**config.mk**
```make
export PLATFORM = sky130hd
export DESIGN_NAME = wilder_running_average
export DESIGN_NICKNAME = d
export VERILOG_FILES = /design/src/rtl/core/wra_pkg.sv /design/src/rtl/core/wra_divider.sv /design/src/rtl/core/wra_datapath.sv /design/src/rtl/core/wra_controller.sv /design/src/rtl/core/wilder_running_average.sv
export SDC_FILE = /design/constraint.sdc
export NUM_CORES = 1
export LEC_CHECK = 0
export ABC_AREA = 1
export BUFFER_PORTS_ARGS = -buffer_cell sky130_fd_sc_hd__buf_4
export CELL_PAD_IN_SITES_DETAIL_PLACEMENT = 1
export CELL_PAD_IN_SITES_GLOBAL_PLACEMENT = 1
export CORE_MARGIN = 3
export CORE_UTILIZATION = 27
export DETAILED_ROUTE_END_ITERATION = 16
export GPL_ROUTABILITY_DRIVEN = 0
export GPL_TIMING_DRIVEN = 0
export PLACE_DENSITY_LB_ADDON = 0.1
export RECOVER_POWER = 100
export SYNTH_ARGS = -nofsm -noshare
export SYNTH_HDL_FRONTEND = slang
export SYNTH_HIERARCHICAL = 1
export SYNTH_SLANG_ARGS = --single-unit
```
**constraint.sdc**
```tcl
create_clock -name clk -period 8.4 [get_ports clk]
set_input_delay 0.42 -clock clk [delete_from_list [all_inputs] [get_ports clk]]
set_output_delay 0.42 -clock clk [all_outputs]
set_load 0.05 [all_outputs]
```
**src/rtl/core/wra_pkg.sv**
```systemverilog
// Package for the Wilder running average: widths, constants, codes and the
// controller/datapath interface structs. No dependencies.
package wra_pkg;

    localparam int SAMPLE_BITS = 32;
    localparam int MAX_PERIOD  = 4096;
    localparam int PERIOD_W    = 13;
    localparam int SUM_W       = 44;
    localparam int DIFF_W      = SAMPLE_BITS + 1;
    localparam int DIV_CNT_W   = $clog2(SUM_W);
    localparam int PADDR_W     = 3;
    localparam int PDATA_W     = 32;

    localparam logic [PERIOD_W-1:0] PERIOD_RESET = PERIOD_W'(20);
    localparam logic                REG_PERIOD   = 1'b0;

    typedef enum logic [1:0] {
        MODE_NONE,
        MODE_SEED,
        MODE_UPDATE
    } mode_t;

    typedef enum logic [2:0] {
        ST_IDLE,
        ST_PREP,
        ST_DIV,
        ST_SIGN,
        ST_WRITE
    } state_t;

    typedef struct packed {
        logic load;
        logic prep;
        logic sign;
        logic write;
    } cmd_t;

    typedef struct packed {
        logic need_div;
        logic div_done;
        logic out_free;
    } status_t;

endpackage

```
**src/rtl/core/wra_divider.sv**
```systemverilog
// Restoring divider, one quotient bit per cycle, unsigned magnitudes.
// Depends on wra_pkg.
module wra_divider
    import wra_pkg::*;
(
    input  logic                clk,
    input  logic                rst_n,
    input  logic                start,
    input  logic [SUM_W-1:0]    dividend,
    input  logic [PERIOD_W-1:0] divisor,
    output logic [SUM_W-1:0]    quotient,
    output logic                done
);

    logic                 busy_reg;
    logic                 done_reg;
    logic [DIV_CNT_W-1:0] cnt_reg;
    logic [SUM_W-1:0]     quot_reg;
    logic [PERIOD_W-1:0]  rem_reg;
    logic [PERIOD_W-1:0]  div_reg;
    logic [PERIOD_W:0]    shifted;
    logic [PERIOD_W:0]    trial;
    logic                 fits;

    assign shifted = {rem_reg, quot_reg[SUM_W-1]};
    assign fits    = shifted >= {1'b0, div_reg};
    assign trial   = shifted - {1'b0, div_reg};

    always_ff @(posedge clk or negedge rst_n)
    begin
        if (!rst_n)
        begin
            busy_reg <= 1'b0;
            done_reg <= 1'b0;
            cnt_reg  <= '0;
        end
        else
        begin
            done_reg <= 1'b0;
            if (start)
            begin
                busy_reg <= 1'b1;
                cnt_reg  <= '0;
            end
            else if (busy_reg)
            begin
                cnt_reg <= cnt_reg + 1'b1;
                if (cnt_reg == DIV_CNT_W'(SUM_W - 1))
                begin
                    busy_reg <= 1'b0;
                    done_reg <= 1'b1;
                end
            end
        end
    end

    always_ff @(posedge clk)
    begin
        if (start)
        begin
            quot_reg <= dividend;
            rem_reg  <= '0;
            div_reg  <= divisor;
        end
        else if (busy_reg)
        begin
            quot_reg <= {quot_reg[SUM_W-2:0], fits};
            rem_reg  <= fits ? trial[PERIOD_W-1:0] : shifted[PERIOD_W-1:0];
        end
    end

    assign quotient = quot_reg;
    assign done     = done_reg;

endmodule

```
**src/rtl/core/wra_datapath.sv**
```systemverilog
// Datapath: period register, seed sum, smoothed value, divider and output word.
// Depends on wra_pkg and wra_divider.
module wra_datapath
    import wra_pkg::*;
(
    input  logic                          clk,
    input  logic                          rst_n,
    input  cmd_t                          cmd,
    output status_t                       status,
    input  logic                          cfg_we,
    input  logic [PERIOD_W-1:0]           cfg_wdata,
    output logic [PERIOD_W-1:0]           period,
    input  logic signed [SAMPLE_BITS-1:0] sample,
    input  logic                          out_ready,
    output logic                          out_valid,
    output logic signed [SAMPLE_BITS-1:0] average,
    output logic                          valid_res
);

    logic [PERIOD_W-1:0]           period_reg;
    logic [PERIOD_W-1:0]           seen_reg;
    logic signed [SUM_W-1:0]       sum_reg;
    logic signed [SAMPLE_BITS-1:0] y_reg;
    logic signed [SAMPLE_BITS-1:0] x_reg;
    mode_t                         mode_reg;
    mode_t                         mode_next;
    logic                          neg_reg;
    logic                          neg_next;
    logic signed [DIFF_W-1:0]      q_reg;
    logic                          out_valid_reg;
    logic signed [SAMPLE_BITS-1:0] out_avg_reg;
    logic                          out_vres_reg;

    logic [PERIOD_W-1:0]           eff_p;
    logic [PERIOD_W-1:0]           seen_inc;
    logic signed [SUM_W-1:0]       sum_next;
    logic signed [DIFF_W-1:0]      diff;
    logic [SUM_W-1:0]              dividend;
    logic [SUM_W-1:0]              quotient;
    logic                          div_done;
    logic [DIFF_W-1:0]             q_mag;
    logic signed [DIFF_W-1:0]      y_sum;
    logic signed [SAMPLE_BITS-1:0] y_next;
    logic                          seeded;

    always_comb
    begin
        if (period_reg == '0)
            eff_p = PERIOD_W'(1);
        else if (period_reg > PERIOD_W'(MAX_PERIOD))
            eff_p = PERIOD_W'(MAX_PERIOD);
        else
            eff_p = period_reg;
    end

    assign seeded   = seen_reg >= eff_p;
    assign seen_inc = seen_reg + 1'b1;
    assign sum_next = sum_reg + {{(SUM_W-SAMPLE_BITS){x_reg[SAMPLE_BITS-1]}}, x_reg};
    assign diff     = {x_reg[SAMPLE_BITS-1], x_reg} - {y_reg[SAMPLE_BITS-1], y_reg};

    always_comb
    begin
        dividend  = '0;
        mode_next = MODE_NONE;
        neg_next  = 1'b0;
        if (seeded)
        begin
            mode_next = MODE_UPDATE;
            neg_next  = diff[DIFF_W-1];
            dividend  = SUM_W'(diff[DIFF_W-1] ? -diff : diff);
        end
        else if (seen_inc == eff_p)
        begin
            mode_next = MODE_SEED;
            neg_next  = sum_next[SUM_W-1];
            dividend  = sum_next[SUM_W-1] ? -sum_next : sum_next;
        end
    end

    wra_divider u_div (
        .clk      (clk),
        .rst_n    (rst_n),
        .start    (cmd.prep && (mode_next != MODE_NONE)),
        .dividend (dividend),
        .divisor  (eff_p),
        .quotient (quotient),
        .done     (div_done)
    );

    assign q_mag  = quotient[DIFF_W-1:0];
    assign y_sum  = {y_reg[SAMPLE_BITS-1], y_reg} + q_reg;
    assign y_next = (mode_reg == MODE_UPDATE) ? y_sum[SAMPLE_BITS-1:0]
                                              : q_reg[SAMPLE_BITS-1:0];

    always_ff @(posedge clk or negedge rst_n)
    begin
        if (!rst_n)
        begin
            period_reg    <= PERIOD_RESET;
            seen_reg      <= '0;
            sum_reg       <= '0;
            y_reg         <= '0;
            mode_reg      <= MODE_NONE;
            out_valid_reg <= 1'b0;
        end
        else
        begin
            if (cfg_we)
            begin
                period_reg <= cfg_wdata;
                seen_reg   <= '0;
                sum_reg    <= '0;
                y_reg      <= '0;
            end
            else if (cmd.prep)
            begin
                mode_reg <= mode_next;
                if (!seeded)
                begin
                    seen_reg <= seen_inc;
                    sum_reg  <= sum_next;
                end
            end
            else if (cmd.write && (mode_reg != MODE_NONE))
                y_reg <= y_next;

            if (cmd.write)
                out_valid_reg <= 1'b1;
            else if (out_ready)
                out_valid_reg <= 1'b0;
        end
    end

    always_ff @(posedge clk)
    begin
        if (cmd.load)
            x_reg <= sample;
        if (cmd.prep)
            neg_reg <= neg_next;
        if (cmd.sign)
            q_reg <= neg_reg ? -q_mag : q_mag;
        if (cmd.write)
        begin
            out_avg_reg  <= (mode_reg != MODE_NONE) ? y_next : '0;
            out_vres_reg <= mode_reg != MODE_NONE;
        end
    end

    assign status.need_div = mode_next != MODE_NONE;
    assign status.div_done = div_done;
    assign status.out_free = !out_valid_reg || out_ready;

    assign period    = period_reg;
    assign out_valid = out_valid_reg;
    assign average   = out_avg_reg;
    assign valid_res = out_vres_reg;

endmodule

```
**src/rtl/core/wra_controller.sv**
```systemverilog
// Controller state machine: accept, prepare, divide and sign (only when a division is needed), write.
// Depends on wra_pkg.
module wra_controller
    import wra_pkg::*;
(
    input  logic    clk,
    input  logic    rst_n,
    input  logic    in_valid,
    output logic    in_ready,
    input  status_t status,
    output cmd_t    cmd
);

    state_t state_reg;
    state_t state_next;

    always_ff @(posedge clk or negedge rst_n)
    begin
        if (!rst_n)
            state_reg <= ST_IDLE;
        else
            state_reg <= state_next;
    end

    always_comb
    begin
        state_next = state_reg;
        cmd        = '0;
        in_ready   = 1'b0;
        case (state_reg)
            ST_IDLE:
            begin
                in_ready = 1'b1;
                if (in_valid)
                begin
                    cmd.load   = 1'b1;
                    state_next = ST_PREP;
                end
            end
            ST_PREP:
            begin
                cmd.prep   = 1'b1;
                state_next = status.need_div ? ST_DIV : ST_WRITE;
            end
            ST_DIV:
            begin
                if (status.div_done)
                    state_next = ST_SIGN;
            end
            ST_SIGN:
            begin
                cmd.sign   = 1'b1;
                state_next = ST_WRITE;
            end
            ST_WRITE:
            begin
                if (status.out_free)
                begin
                    cmd.write  = 1'b1;
                    state_next = ST_IDLE;
                end
            end
            default:
            begin
                state_next = ST_IDLE;
            end
        endcase
    end

endmodule

```
**src/rtl/core/wilder_running_average.sv**
```systemverilog
// Wilder running average (smoothed moving average), top level.
// Depends on wra_pkg, wra_controller and wra_datapath.
//
// Input stream s_*: one word per price sample, signed Q.16, oldest first.
// Output stream m_*: one word per sample; tdata is the smoothed value and
// tuser is set once period samples have been seen (tdata is zero before).
// APB port: register 0 at byte address 0 is the period (13 bits). Writing it
// restarts the seeding phase. Write only while the block is idle.
// Sequence: a sample that only adds to the seed sum goes from accept through
// the prepare and write states to the output register. A sample that needs a
// division (the seeding sample and every one after it) also passes the
// bit-serial divider, one quotient bit per cycle, and sign correction between
// prepare and writeback. One sample is in work at a time, so a new sample is
// accepted only after the last one has been written to the output register.
// The output register holds a finished word while the sink stalls; the next
// sample is already accepted and worked on, and only its writeback waits.
// Reset clears the count, sum and smoothed value and sets the period to 20.
module wilder_running_average
    import wra_pkg::*;
(
    input  logic                   clk,
    input  logic                   rst_n,
    input  logic                   s_tvalid,
    output logic                   s_tready,
    input  logic [SAMPLE_BITS-1:0] s_tdata,   // [31:0] sample
    output logic                   m_tvalid,
    input  logic                   m_tready,
    output logic [SAMPLE_BITS-1:0] m_tdata,   // [31:0] average
    output logic                   m_tuser,   // [0] valid_res
    input  logic                   psel,
    input  logic                   penable,
    input  logic                   pwrite,
    input  logic [PADDR_W-1:0]     paddr,
    input  logic [PDATA_W-1:0]     pwdata,
    output logic [PDATA_W-1:0]     prdata,
    output logic                   pready
);

    cmd_t                cmd;
    status_t             status;
    logic                cfg_we;
    logic [PERIOD_W-1:0] period;

    assign pready = 1'b1;
    assign cfg_we = psel && penable && pwrite && (paddr[PADDR_W-1] == REG_PERIOD);
    assign prdata = (paddr[PADDR_W-1] == REG_PERIOD) ? PDATA_W'(period) : '0;

    wra_controller u_ctrl (
        .clk      (clk),
        .rst_n    (rst_n),
        .in_valid (s_tvalid),
        .in_ready (s_tready),
        .status   (status),
        .cmd      (cmd)
    );

    wra_datapath u_dp (
        .clk       (clk),
        .rst_n     (rst_n),
        .cmd       (cmd),
        .status    (status),
        .cfg_we    (cfg_we),
        .cfg_wdata (pwdata[PERIOD_W-1:0]),
        .period    (period),
        .sample    (s_tdata),
        .out_ready (m_tready),
        .out_valid (m_tvalid),
        .average   (m_tdata),
        .valid_res (m_tuser)
    );

endmodule

```
[After elaboration in Yosys (flattened, before gate mapping)]
Cells that the tools add are included.
Cells by class
  add/subtract/negate cells: 9
  $mul: 0
  divide/modulo/power cells: 0
  magnitude comparators: 3
  equality and inequality tests: 12
  shifts and indexed selects: 0
  muxes and demuxes: 47
  bitwise gates (word level): 2
  reductions and logical operators: 19
Operators by type and width (count)
  2-to-1 mux 44 bit: 9
  2-to-1 mux 32 bit: 5
  2-to-1 mux 13 bit: 7
  adder 44 bit: 1
  negator 33 -> 44 bit: 1
  negator 44 bit: 1
  subtractor 32 x 32 -> 33 bit: 1
  adder 32 bit: 1
  negator 32 bit: 1
  2-to-1 mux 1 bit: 18
  one-hot mux 3 bit (5 select lines): 1
  greater-or-equal comparator 14 x 13 -> 1 bit: 1
  adder 13 x 1 -> 13 bit (second input constant): 1
  equality test 13 bit: 1
  greater-or-equal comparator 13 bit: 1
  > comparator 13 bit (second input constant): 1
  zero test 13 bit: 1
  subtractor 13 bit: 1
  2-to-1 mux 3 bit: 4
  2-to-1 mux 6 bit: 2
  nonzero test 2 bit: 6
  != test 2 bit (second input constant): 4
  adder 6 x 1 -> 6 bit (second input constant): 1
  equality test 3 x 2 -> 1 bit (second input constant): 2
  13 further kinds: 20
Storage, ports and cells
  bits in registers: 284
  bits in latches: 0
  memory bits (writable): 0
  ROM bits: 0
  output and inout port bits: 68
  memories: 0

[Longest topological paths before layout]
Gate-level depths: netlist of run 1.
  word-level depth: 9
  mapped depth: 25
  mapped depth without buffers: 24

[By module]
The synthesis of run 1 kept the hierarchy.
Modules (own cells, without submodules)
  wra_datapath: instances 1, cells an instance 2859, area each 18771.8 µm²
  wra_divider: instances 1, cells an instance 507, area each 4204.0 µm²
  wilder_running_average: instances 1, cells an instance 53, area each 281.5 µm²
  wra_controller: instances 1, cells an instance 29, area each 191.4 µm²

[Least setup slack after synthesis of run 1]
Ideal clock, no wire load.
  path type: register to register
  start: register u_dp.period_reg[10] (netlist: u_dp/period[10])
  end: register u_dp.u_div.quot_reg[0] (netlist: u_dp/u_div/quotient[0]) (enable)
  data arrival time: 4020 ps
  path slack: 3978 ps
  cell stages (with the launch flop): 18
  path buffers: 2
  period minus slack after synthesis: 4422 ps
  cell sequence: dfrtp_1 -> nor2_1 -> nand3_1 -> nor3_1 -> nand2_1 -> nand2_1 -> nand2_1 -> ha_1 -> a21oi_1 -> o21ai_0 -> a21oi_1 -> nand3_1 -> inv_1 -> clkbuf_1 -> buf_1 -> a21oi_1 -> nor2_1 -> inv_1
Between the ends
  cells in the longest elaborated chain, start to end: 9
  elaborated cells between the ends (all ways): 11
RTL lines
  from (decl): line wra_datapath.sv:20  | logic [PERIOD_W-1:0] period_reg;
  from (signal assigned): line wra_datapath.sv:110  | period_reg <= cfg_wdata;
  > comparator 13 bit: line wra_datapath.sv:50  | else if (period_reg > PERIOD_W'(MAX_PERIOD))
  2-to-1 mux 13 bit: line wra_datapath.sv:50
  2-to-1 mux 13 bit (*): line wra_datapath.sv:48  | if (period_reg == '0)
  parallel branches: the longest is 2 deep, another holds greater-or-equal comparator 13 bit
  2-to-1 mux 2 bit (*): line wra_datapath.sv:66  | if (seeded)
  nonzero test 2 bit (*): line wra_datapath.sv:83  | .start (cmd.prep && (mode_next != MODE_NONE)),
  logical AND 1 bit (*): line wra_datapath.sv:83
  nonzero test 2 bit (no source line) (*)
  to (signal assigned): line wra_divider.sv:61  | quot_reg <= dividend;
  to (signal assigned): line wra_divider.sv:67  | quot_reg <= {quot_reg[SUM_W-2:0], fits};
  to (decl): line wra_divider.sv:18  | logic [SUM_W-1:0] quot_reg;
Every way passes the cells marked *.
A chain may end at the register's enable or synchronous reset.

[Worst setup path after layout of run 1]
  start: register u_dp.period_reg[12] (netlist: u_dp/period[12])
  end: register u_dp.u_div.quot_reg[32] (netlist: u_dp/u_div/quotient[32]), data pin
Between the ends
  cells in the longest elaborated chain, start to end: 9
  elaborated cells between the ends (all ways): 13
RTL lines
  > comparator 13 bit: line wra_datapath.sv:50
  2-to-1 mux 13 bit: line wra_datapath.sv:50
  2-to-1 mux 13 bit (*): line wra_datapath.sv:48
  via u_dp.eff_p[2]: line wra_datapath.sv:34  | logic [PERIOD_W-1:0] eff_p;
  parallel branches: the longest is 5 deep, another holds greater-or-equal comparator 13 bit
  2-to-1 mux 44 bit (*): line wra_divider.sv:59  | if (start)
Mark *: on every way through the listed nets, which the timed path passes.

==> results.md, run 1 <==
* Top post-synthesis cells by area: edfxtp_1 20%, nand2_1 17%, dfrtp_1 12%
* Top cell type's share of synthesized area at between 15 and 20%
* Hold Crit Depth at 3
* Netlist cell types at 66
* Synthesized flop and latch total at 284
* DR WL/cell at ~20 microns
* Max-cap violations at 2
* Critical-path cell list: clkbuf_1 > nor2_1 > inv_1 > ha_1 > nand2_1 > o21ai_0 > nand3_1 > nand2_1 > nand3_1 > nand3_1 > inv_1 > clkbuf_1 > clkbuf_1 > a21oi_1 > clkbuf_1 > clkbuf_1 > clkbuf_1 > nand2_1 > nand2_1
* 1st-pass router iterations at 5
* Net count, final at between 3000 and 4000
* Post-Syn Instances at 3448
* Top-count cell post-synth: nand2_1
* DP Area at about 26000 sq um
* Syn avg cell area at 6.80 sq um
* R2r worst-path depth at 19
* Worst vdd ir at approximately 0.18 mV
* Number of buffers created by CTS at 40
* Core Region at 85700 sq um
* Post-layout util at 31.8%
* GRT overflow at 0
* Placement row count at around 110
* Vias in the first global route at roughly 23000
* P_leak at approximately 13 nW
* DR DRC count at 0
* Design Area, Final at between 20000 and 30000 sq um
* Hpwl dp at between 80000 and 90000 microns
* Main synth FF type: edfxtp_1
* Min-Delay Startpoint: pwdata[8]
* DIE HEIGHT at around 300 microns
* Synth Cell Area at 23400 sq um
* Post-CTS Setup Bufs at 0
* Worst flop-to-flop path endpoint: u_dp/u_div/quotient[32]$_DFFE_PP_
* Crit path DAT at around 6100 ps
* Input/output buffers at 100
* H-tree depth at 2
* Data required, critical path at between 8000 and 9000 ps
* IO Pins at ~140
* WHS Endpoint: u_dp/period[8]$_DFFE_PN0P_
* Worst setup margin at roughly 2800 ps
* Fin Hold WS at approximately 52 ps
* Hold WC Path Type: in2reg
* Layout cells sized above 1 at between 7 and 8%
* Yosys warns at 6
* Initial antenna violation count at 0
* Sink Count at 284
* Setup_tns at 0 ps
* CP bufs+invs at 8
* Die area at approximately 90000 sq um
* Crit path launch: u_dp/period[12]$_DFFE_PN0P_
* Fin crit period at ~5600 ps
* Failing checks: max-capacitance violations, max-slew violations
* Post-synth top cells: 1036 x nand2_1, 529 x inv_1, 331 x nor2_1
* Area leader, netlist: edfxtp_1
* Clock Path Buffers at 3
* Critical Path Max Stage Delay at approximately 800 ps
* Critical Path End Type: register
* Post-synth EDFFs at between 150 and 200
* Reg-to-reg startpoint: u_dp/period[12]$_DFFE_PN0P_
* Crit share post-route at between 60% and 70%
* Register area share after synthesis at roughly a third
* First-pass GRT wire length at ~150000 microns
* Status: finished with violations
* Fmax at 0.178 GHz
* Setup WS pre-CTS at between 2000 and 3000 ps
* CTS Root Buffer Type: clkbuf_16
* Critical path class: reg2reg
* Critical path's slowest cell: clkbuf_1
* Via count at roughly 23000
* Worst Max-Slew Pin Slew at around 2700 ps
* DRT iter0 DRCs at roughly 1200
* Slew Limit Fails at 70
* Initial Util at 27.4%
* Setup-failing EPs final at 0
* Hold Fails Final Rpt at 0
* CTS clk-pin slew, worst paths at 60 ps
* Antenna-violating nets left at 0
* Clock Latency Late Sink at around 600 ps
* P per Cell Area at ~470 nW/um^2
* Max FO, Critical Path at 16
* DR vias/cell at approximately 4.8
* ANT cells at 0
* Slew margin rel. at -80.3%
* FFs w/ async S/R, synth at between 40% and 50%
* Most used cell, CP: clkbuf_1
* GRT Util Overall at between 20% and 30%
* Die X at roughly 300 microns
* Crit-path leading delay family: buffers and inverters
* Reg2Reg Setup Slack at 2770 ps
* CTS tree: yes
* Setup crit start kind: register
* Synthesis-to-layout area growth at 16.0%
* Largest net degree at the start of global routing at 80
* Setup Skew at 23.4 ps
* Unrepaired setup endpoints after global routing: false
* WL final at roughly 96000 microns
where the power goes:
| group | internal (W) | total [W] | leakage, nW | switching (W) |
|---|---|---|---|---|
| Sequential | 0.00216 | 0.00258 | 3.07 | 0.000416 |
| Clock | 0.00103 | 0.00173 | 0.634 | 0.000706 |
| Combinational | 0.00241 | 0.00843 | 9.42 | 0.00602 |
| Total | 0.00560 | 0.0127 | 13.1 | 0.00714 |
tightest hold or removal path, stage by stage:
cell     delay, ps
buf_4           80
nand2_1         40
o21ai_0         60
routing by layer:
layer  part of all wire, %  GRT usage [%]  vias up
met2                    45           34.0      317
met3                   3.0           1.77       69
met4                   1.4           3.45        0
met1                    51           31.2    11091
met5                     0              0        -
li1                      -              -    11572
timing repair:
| item | CTS | global route |
|---|---|---|
| gates resized for setup | 0 | 0 |
| hold buffers | 33 | 0 |
| endpoints found under the hold margin | 69 | 0 |
| endpoints found under the setup margin | 0 | 0 |
worst max-delay path by stage:
stage                                         to  depth (start not counted)
2_1_floorplan   u_dp/u_div/quotient[0]$_DFFE_PP_                         17
5_1_grt        u_dp/u_div/quotient[32]$_DFFE_PP_                         19
4_1_cts        u_dp/u_div/quotient[32]$_DFFE_PP_                         19
6_report       u_dp/u_div/quotient[32]$_DFFE_PP_                         19
3_5_place_dp   u_dp/u_div/quotient[32]$_DFFE_PP_                         19
3_3_place_gp   u_dp/u_div/quotient[30]$_DFFE_PP_                         16
kinds of logic after synthesis:
group,count (synthesis),synth area share [%]
AND/OR/NAND/NOR,1831,33.7
buffers and inverters,634,10.8
AO/OA/AOI/OAI,477,11.4
flip-flops,284,33.3
adder cells (fa/ha/maj),141,7.65
XOR/XNOR,76,2.99
multiplexers,3,0.128
other,2,0.0320
layout make-up:
class,count,area (sq um)
Tap cell,1144,1430
Clock inverter,21,238
Multi-Input combinational cell,2548,13200
Inverter,546,2050
Sequential cell,284,7820
Buffer,88,472
Timing Repair Buffer,142,963
Clock buffer,52,1070
Fill cell,10860,58500
per-stage QoR:
step           total power (W)  cells
6_report                0.0127   4825
5_1_grt                 0.0140   4825
4_1_cts                 0.0129   4825
3_5_place_dp            0.0111   4719
3_3_place_gp            0.0110   4710
2_1_floorplan          0.00821   3466
cell usage in the layout (no fill, tap or decap), types with 9 or more instances in the layout:
cell | netlist | final
nand2_1 | 1036 | 1036
inv_1 | 529 | 532
nor2_1 | 331 | 332
nand3_1 | 223 | 223
o21ai_0 | 163 | 165
a21oi_1 | 165 | 165
edfxtp_1 | 155 | 155
ha_1 | 137 | 137
clkbuf_1 | 41 | 116
dfrtp_1 | 114 | 114
o22ai_1 | 82 | 82
nand4_1 | 51 | 51
nor3_1 | 50 | 50
xor2_1 | 50 | 50
buf_4 | 23 | 41
clkbuf_16 | 0 | 41
dlygate4sd3_1 | 0 | 33
nand2_2 | 33 | 33
clkbuf_4 | 0 | 31
nand3b_1 | 30 | 30
nor2_2 | 23 | 22
xnor2_1 | 22 | 22
conb_1 | 2 | 20
nand3_2 | 14 | 14
dfxtp_1 | 13 | 13
o21bai_1 | 11 | 11
inv_2 | 14 | 11
buf_2 | 13 | 11
a21o_1 | 10 | 10
or2_2 | 9 | 9
No activity file was read; power rests on OpenSTA's default activity.
==> run 2: changes to the inputs <==
==> constraint.sdc (replaced) <==
create_clock -name clk -period 5.13 [get_ports clk]
set_input_delay 0.2565 -clock clk [delete_from_list [all_inputs] [get_ports clk]]
set_output_delay 0.2565 -clock clk [all_outputs]
set_load 0.05 [all_outputs]
==> run 2 against run 1 <==
Compared with the run above: the run still ends with max-capacitance violations, max-slew violations left; routed wire length about the same; cell area increased by 0.53%; sequential power increased by 64%; combinational power rose by 64%; clock power increased by 64%; fmax increased by 19%; sequential cell count did not move; clock skew about the same; critical path depth decreased by 3; non-clock buffer count up 12; power up 64%; global-route usage barely moved; critical endpoint is now u_dp/u_div/quotient[27]$_DFFE_PP_; largest power group unchanged; highest routed layer unchanged.
==> results.md, run 2 (same netlist as run 1, synthesis figures left out) <==
* Placement row count at 107 (unchanged)
* DR DRC count at 0 (unchanged)
* Core Region at 85700 sq um (unchanged)
* Data required, critical path at 5470 ps (was 8830 ps)
* Clock Latency Late Sink at 600 ps (about the same)
* Worst Max-Slew Pin Slew at 2710 ps (was 2700 ps)
* Failing checks: max-capacitance violations, max-slew violations (unchanged)
* Crit share post-route at 92.1% (was 67.0%)
* Switching Fraction at 56.0% (about the same)
* Clock Path Buffers at 3 (unchanged)
* Min-Delay Startpoint: s_tvalid (was pwdata[8])
* DR vias/cell at 4.77 (was 4.78)
* Via count at 23058 (was 23049)
* Initial antenna violation count at 0 (unchanged)
* Unrepaired setup endpoints after global routing: false (unchanged)
* Status: finished with violations (unchanged)
* Worst vdd ir at 0.297 mV (was 0.181 mV)
* Setup_tns at 0 ps (unchanged)
* P_leak at 13.2 nW (was 13.1 nW)
* Number of buffers created by CTS at 40 (unchanged)
* DR WL/cell at 19.8 microns (was 19.9 microns)
* Hold Fails Final Rpt at 0 (unchanged)
* Hold WC Path Type: in2reg (unchanged)
* Max FO, Critical Path at 14 (was 16)
* Seq pwr share at 20.2% (about the same)
* CTS clk-pin slew, worst paths at 50 ps (was 60 ps)
* Hpwl dp at 80000 microns (unchanged)
* Initial Util at 27.4% (unchanged)
* P per Cell Area at 763 nW/um^2 (was 468 nW/um^2)
* Max-cap violations at 2 (unchanged)
* DP Area at 25900 sq um (unchanged)
* H-tree depth at 2 (unchanged)
* Antenna-violating nets left at 0 (unchanged)
* Slew margin rel. at -80.9% (was -80.3%)
* Setup crit start kind: register (unchanged)
* Critical Path End Type: register (unchanged)
* WHS Endpoint: u_ctrl/state_reg[0]$_DFFE_PN0P_ (was u_dp/period[8]$_DFFE_PN0P_)
* Setup-failing EPs final at 0 (unchanged)
* Worst setup margin at 404 ps (was 2770 ps)
* Setup WS pre-CTS at -370 ps (was 2900 ps)
* Logic gate share of total power at 66.2% (about the same)
* R2r worst-path depth at 16 (was 19)
* GRT overflow at 0 (unchanged)
* Internal Power at 0.00918 W (was 0.00560 W)
* Layout cells sized above 1 at 7.42% (was 7.36%)
* GRT Util Overall at 21.2% (was 21.1%)
* Worst flop-to-flop path endpoint: u_dp/u_div/quotient[27]$_DFFE_PP_ (was u_dp/u_div/quotient[32]$_DFFE_PP_)
* Post-CTS Setup Bufs at 0 (unchanged)
* Critical path class: reg2reg (unchanged)
* Design Area, Final at 27400 sq um (was 27200 sq um)
* Input/output buffers at 100 (unchanged)
* Reg2Reg Setup Slack at 400 ps (was 2770 ps)
* Hold Crit Depth at 5 (was 3)
* Sink Count at 284 (unchanged)
* Setup Skew at 23.7 ps (was 23.4 ps)
* DIE HEIGHT at 301 microns (unchanged)
* Crit path launch: u_dp/x_reg[31]$_DFFE_PP_ (was u_dp/period[12]$_DFFE_PN0P_)
* Clock power frac at 13.6% (about the same)
* WL final at 95900 microns (about the same)
* Reg-to-reg startpoint: u_dp/x_reg[31]$_DFFE_PP_ (was u_dp/period[12]$_DFFE_PN0P_)
* Commonest non-fill, non-tap cells in the layout: 1037 x nand2_1, 530 x inv_1, 333 x nor2_1 (was 1036 x nand2_1, 532 x inv_1, 332 x nor2_1)
* Die X at 301 microns (unchanged)
* Sw power at 0.0117 W (was 0.00714 W)
* Largest net degree at the start of global routing at 80 (unchanged)
* DRT iter0 DRCs at 1252 (was 1246)
* CTS tree: yes (unchanged)
* Slew Limit Fails at 70 (unchanged)
* Synthesis-to-layout area growth at 16.7% (was 16.0%)
* Fmax at 0.212 GHz (was 0.178 GHz)
* IO Pins at 142 (unchanged)
* Commonest non-fill, non-tap cell in the layout: nand2_1 (unchanged)
* Die area at 90400 sq um (unchanged)
* Net count, final at 3877 (was 3865)
* Vias in the first global route at 23475 (was 23426)
* Crit path DAT at 5070 ps (was 6060 ps)
* 1st-pass router iterations at 5 (unchanged)
* First-pass GRT wire length at 146000 microns (about the same)
* Fin crit period at 4730 ps (was 5630 ps)
* CTS Root Buffer Type: clkbuf_16 (unchanged)
* Fillers at 10856 (was 10860)
run 2: final cells by class:
class                           instances  area, sq um  area share (%)
Antenna cell                            1         2.50         0.00915
Buffer                                 86          465            1.70
Clock buffer                           52         1070            3.90
Clock inverter                         21          238           0.869
Inverter                              546         2060            7.52
Multi-Input combinational cell       2548        13200            48.1
Sequential cell                       284         7820            28.6
Tap cell                             1144         1430            5.23
Timing Repair Buffer                  156         1110            4.08
run 2: how the worst max path moves through the flow:
stage	to	slack, ps	depth (start not counted)
finish	u_dp/u_div/quotient[27]$_DFFE_PP_	400	16
global route	u_dp/u_div/quotient[27]$_DFFE_PP_	110	17
CTS	u_dp/u_div/quotient[32]$_DFFE_PP_	200	18
detailed placement	u_dp/u_div/quotient[32]$_DFFE_PP_	-370	19
global placement	u_dp/u_div/quotient[30]$_DFFE_PP_	-1410	16
floorplan	u_dp/u_div/quotient[0]$_DFFE_PP_	710	17
run 2: layer usage:
metal  up-vias  wire [microns]  GRT usage, %
met5         -               0             0
met1     11106           49400          31.2
met4         0            1290          3.45
met3        65            2460          1.77
li1      11600               -             -
met2       287           42800          34.1
run 2: what timing repair did:
item	4_1_cts	5_1_grt
hold buffers	47	0
endpoints found under the hold margin	83	0
endpoints found under the setup margin	20	1
gates resized for setup	1	1
run 2: through the flow:
stage,cells,power (W),hold WS (ps),util (%)
after CTS,4838,0.0212,42.0,32.2
after global routing,4837,0.0229,104,31.9
after floorplan,3466,0.0134,-39.1,-
after global placement,4710,0.0180,435,30.0
final,4838,0.0209,68.8,31.9
after detailed placement,4719,0.0182,229,30.2
run 2: worst max-delay path: stages (launching register included):
cell	delay, ps
edfxtp_1	1000
ha_1	460
a21oi_1	220
o21ai_0	150
o21bai_1	200
a21oi_1	240
nand3_1	110
nand2_1	70
nand2_1	230
inv_2	210
buf_2	280
clkbuf_1	610
nand3b_1	160
nand3_1	200
nand2_1	140
nand2_1	100
nand2_1	50
run 2: power by group through the flow:
stage / Combinational (W) / Sequential [W] / Clock [W]
2_1_floorplan: 0.00919 / 0.00425 / 0
3_3_place_gp: 0.0137 / 0.00428 / 0
3_5_place_dp: 0.0139 / 0.00426 / 0
4_1_cts: 0.0140 / 0.00423 / 0.00295
5_1_grt: 0.0156 / 0.00433 / 0.00303
6_report: 0.0138 / 0.00422 / 0.00284
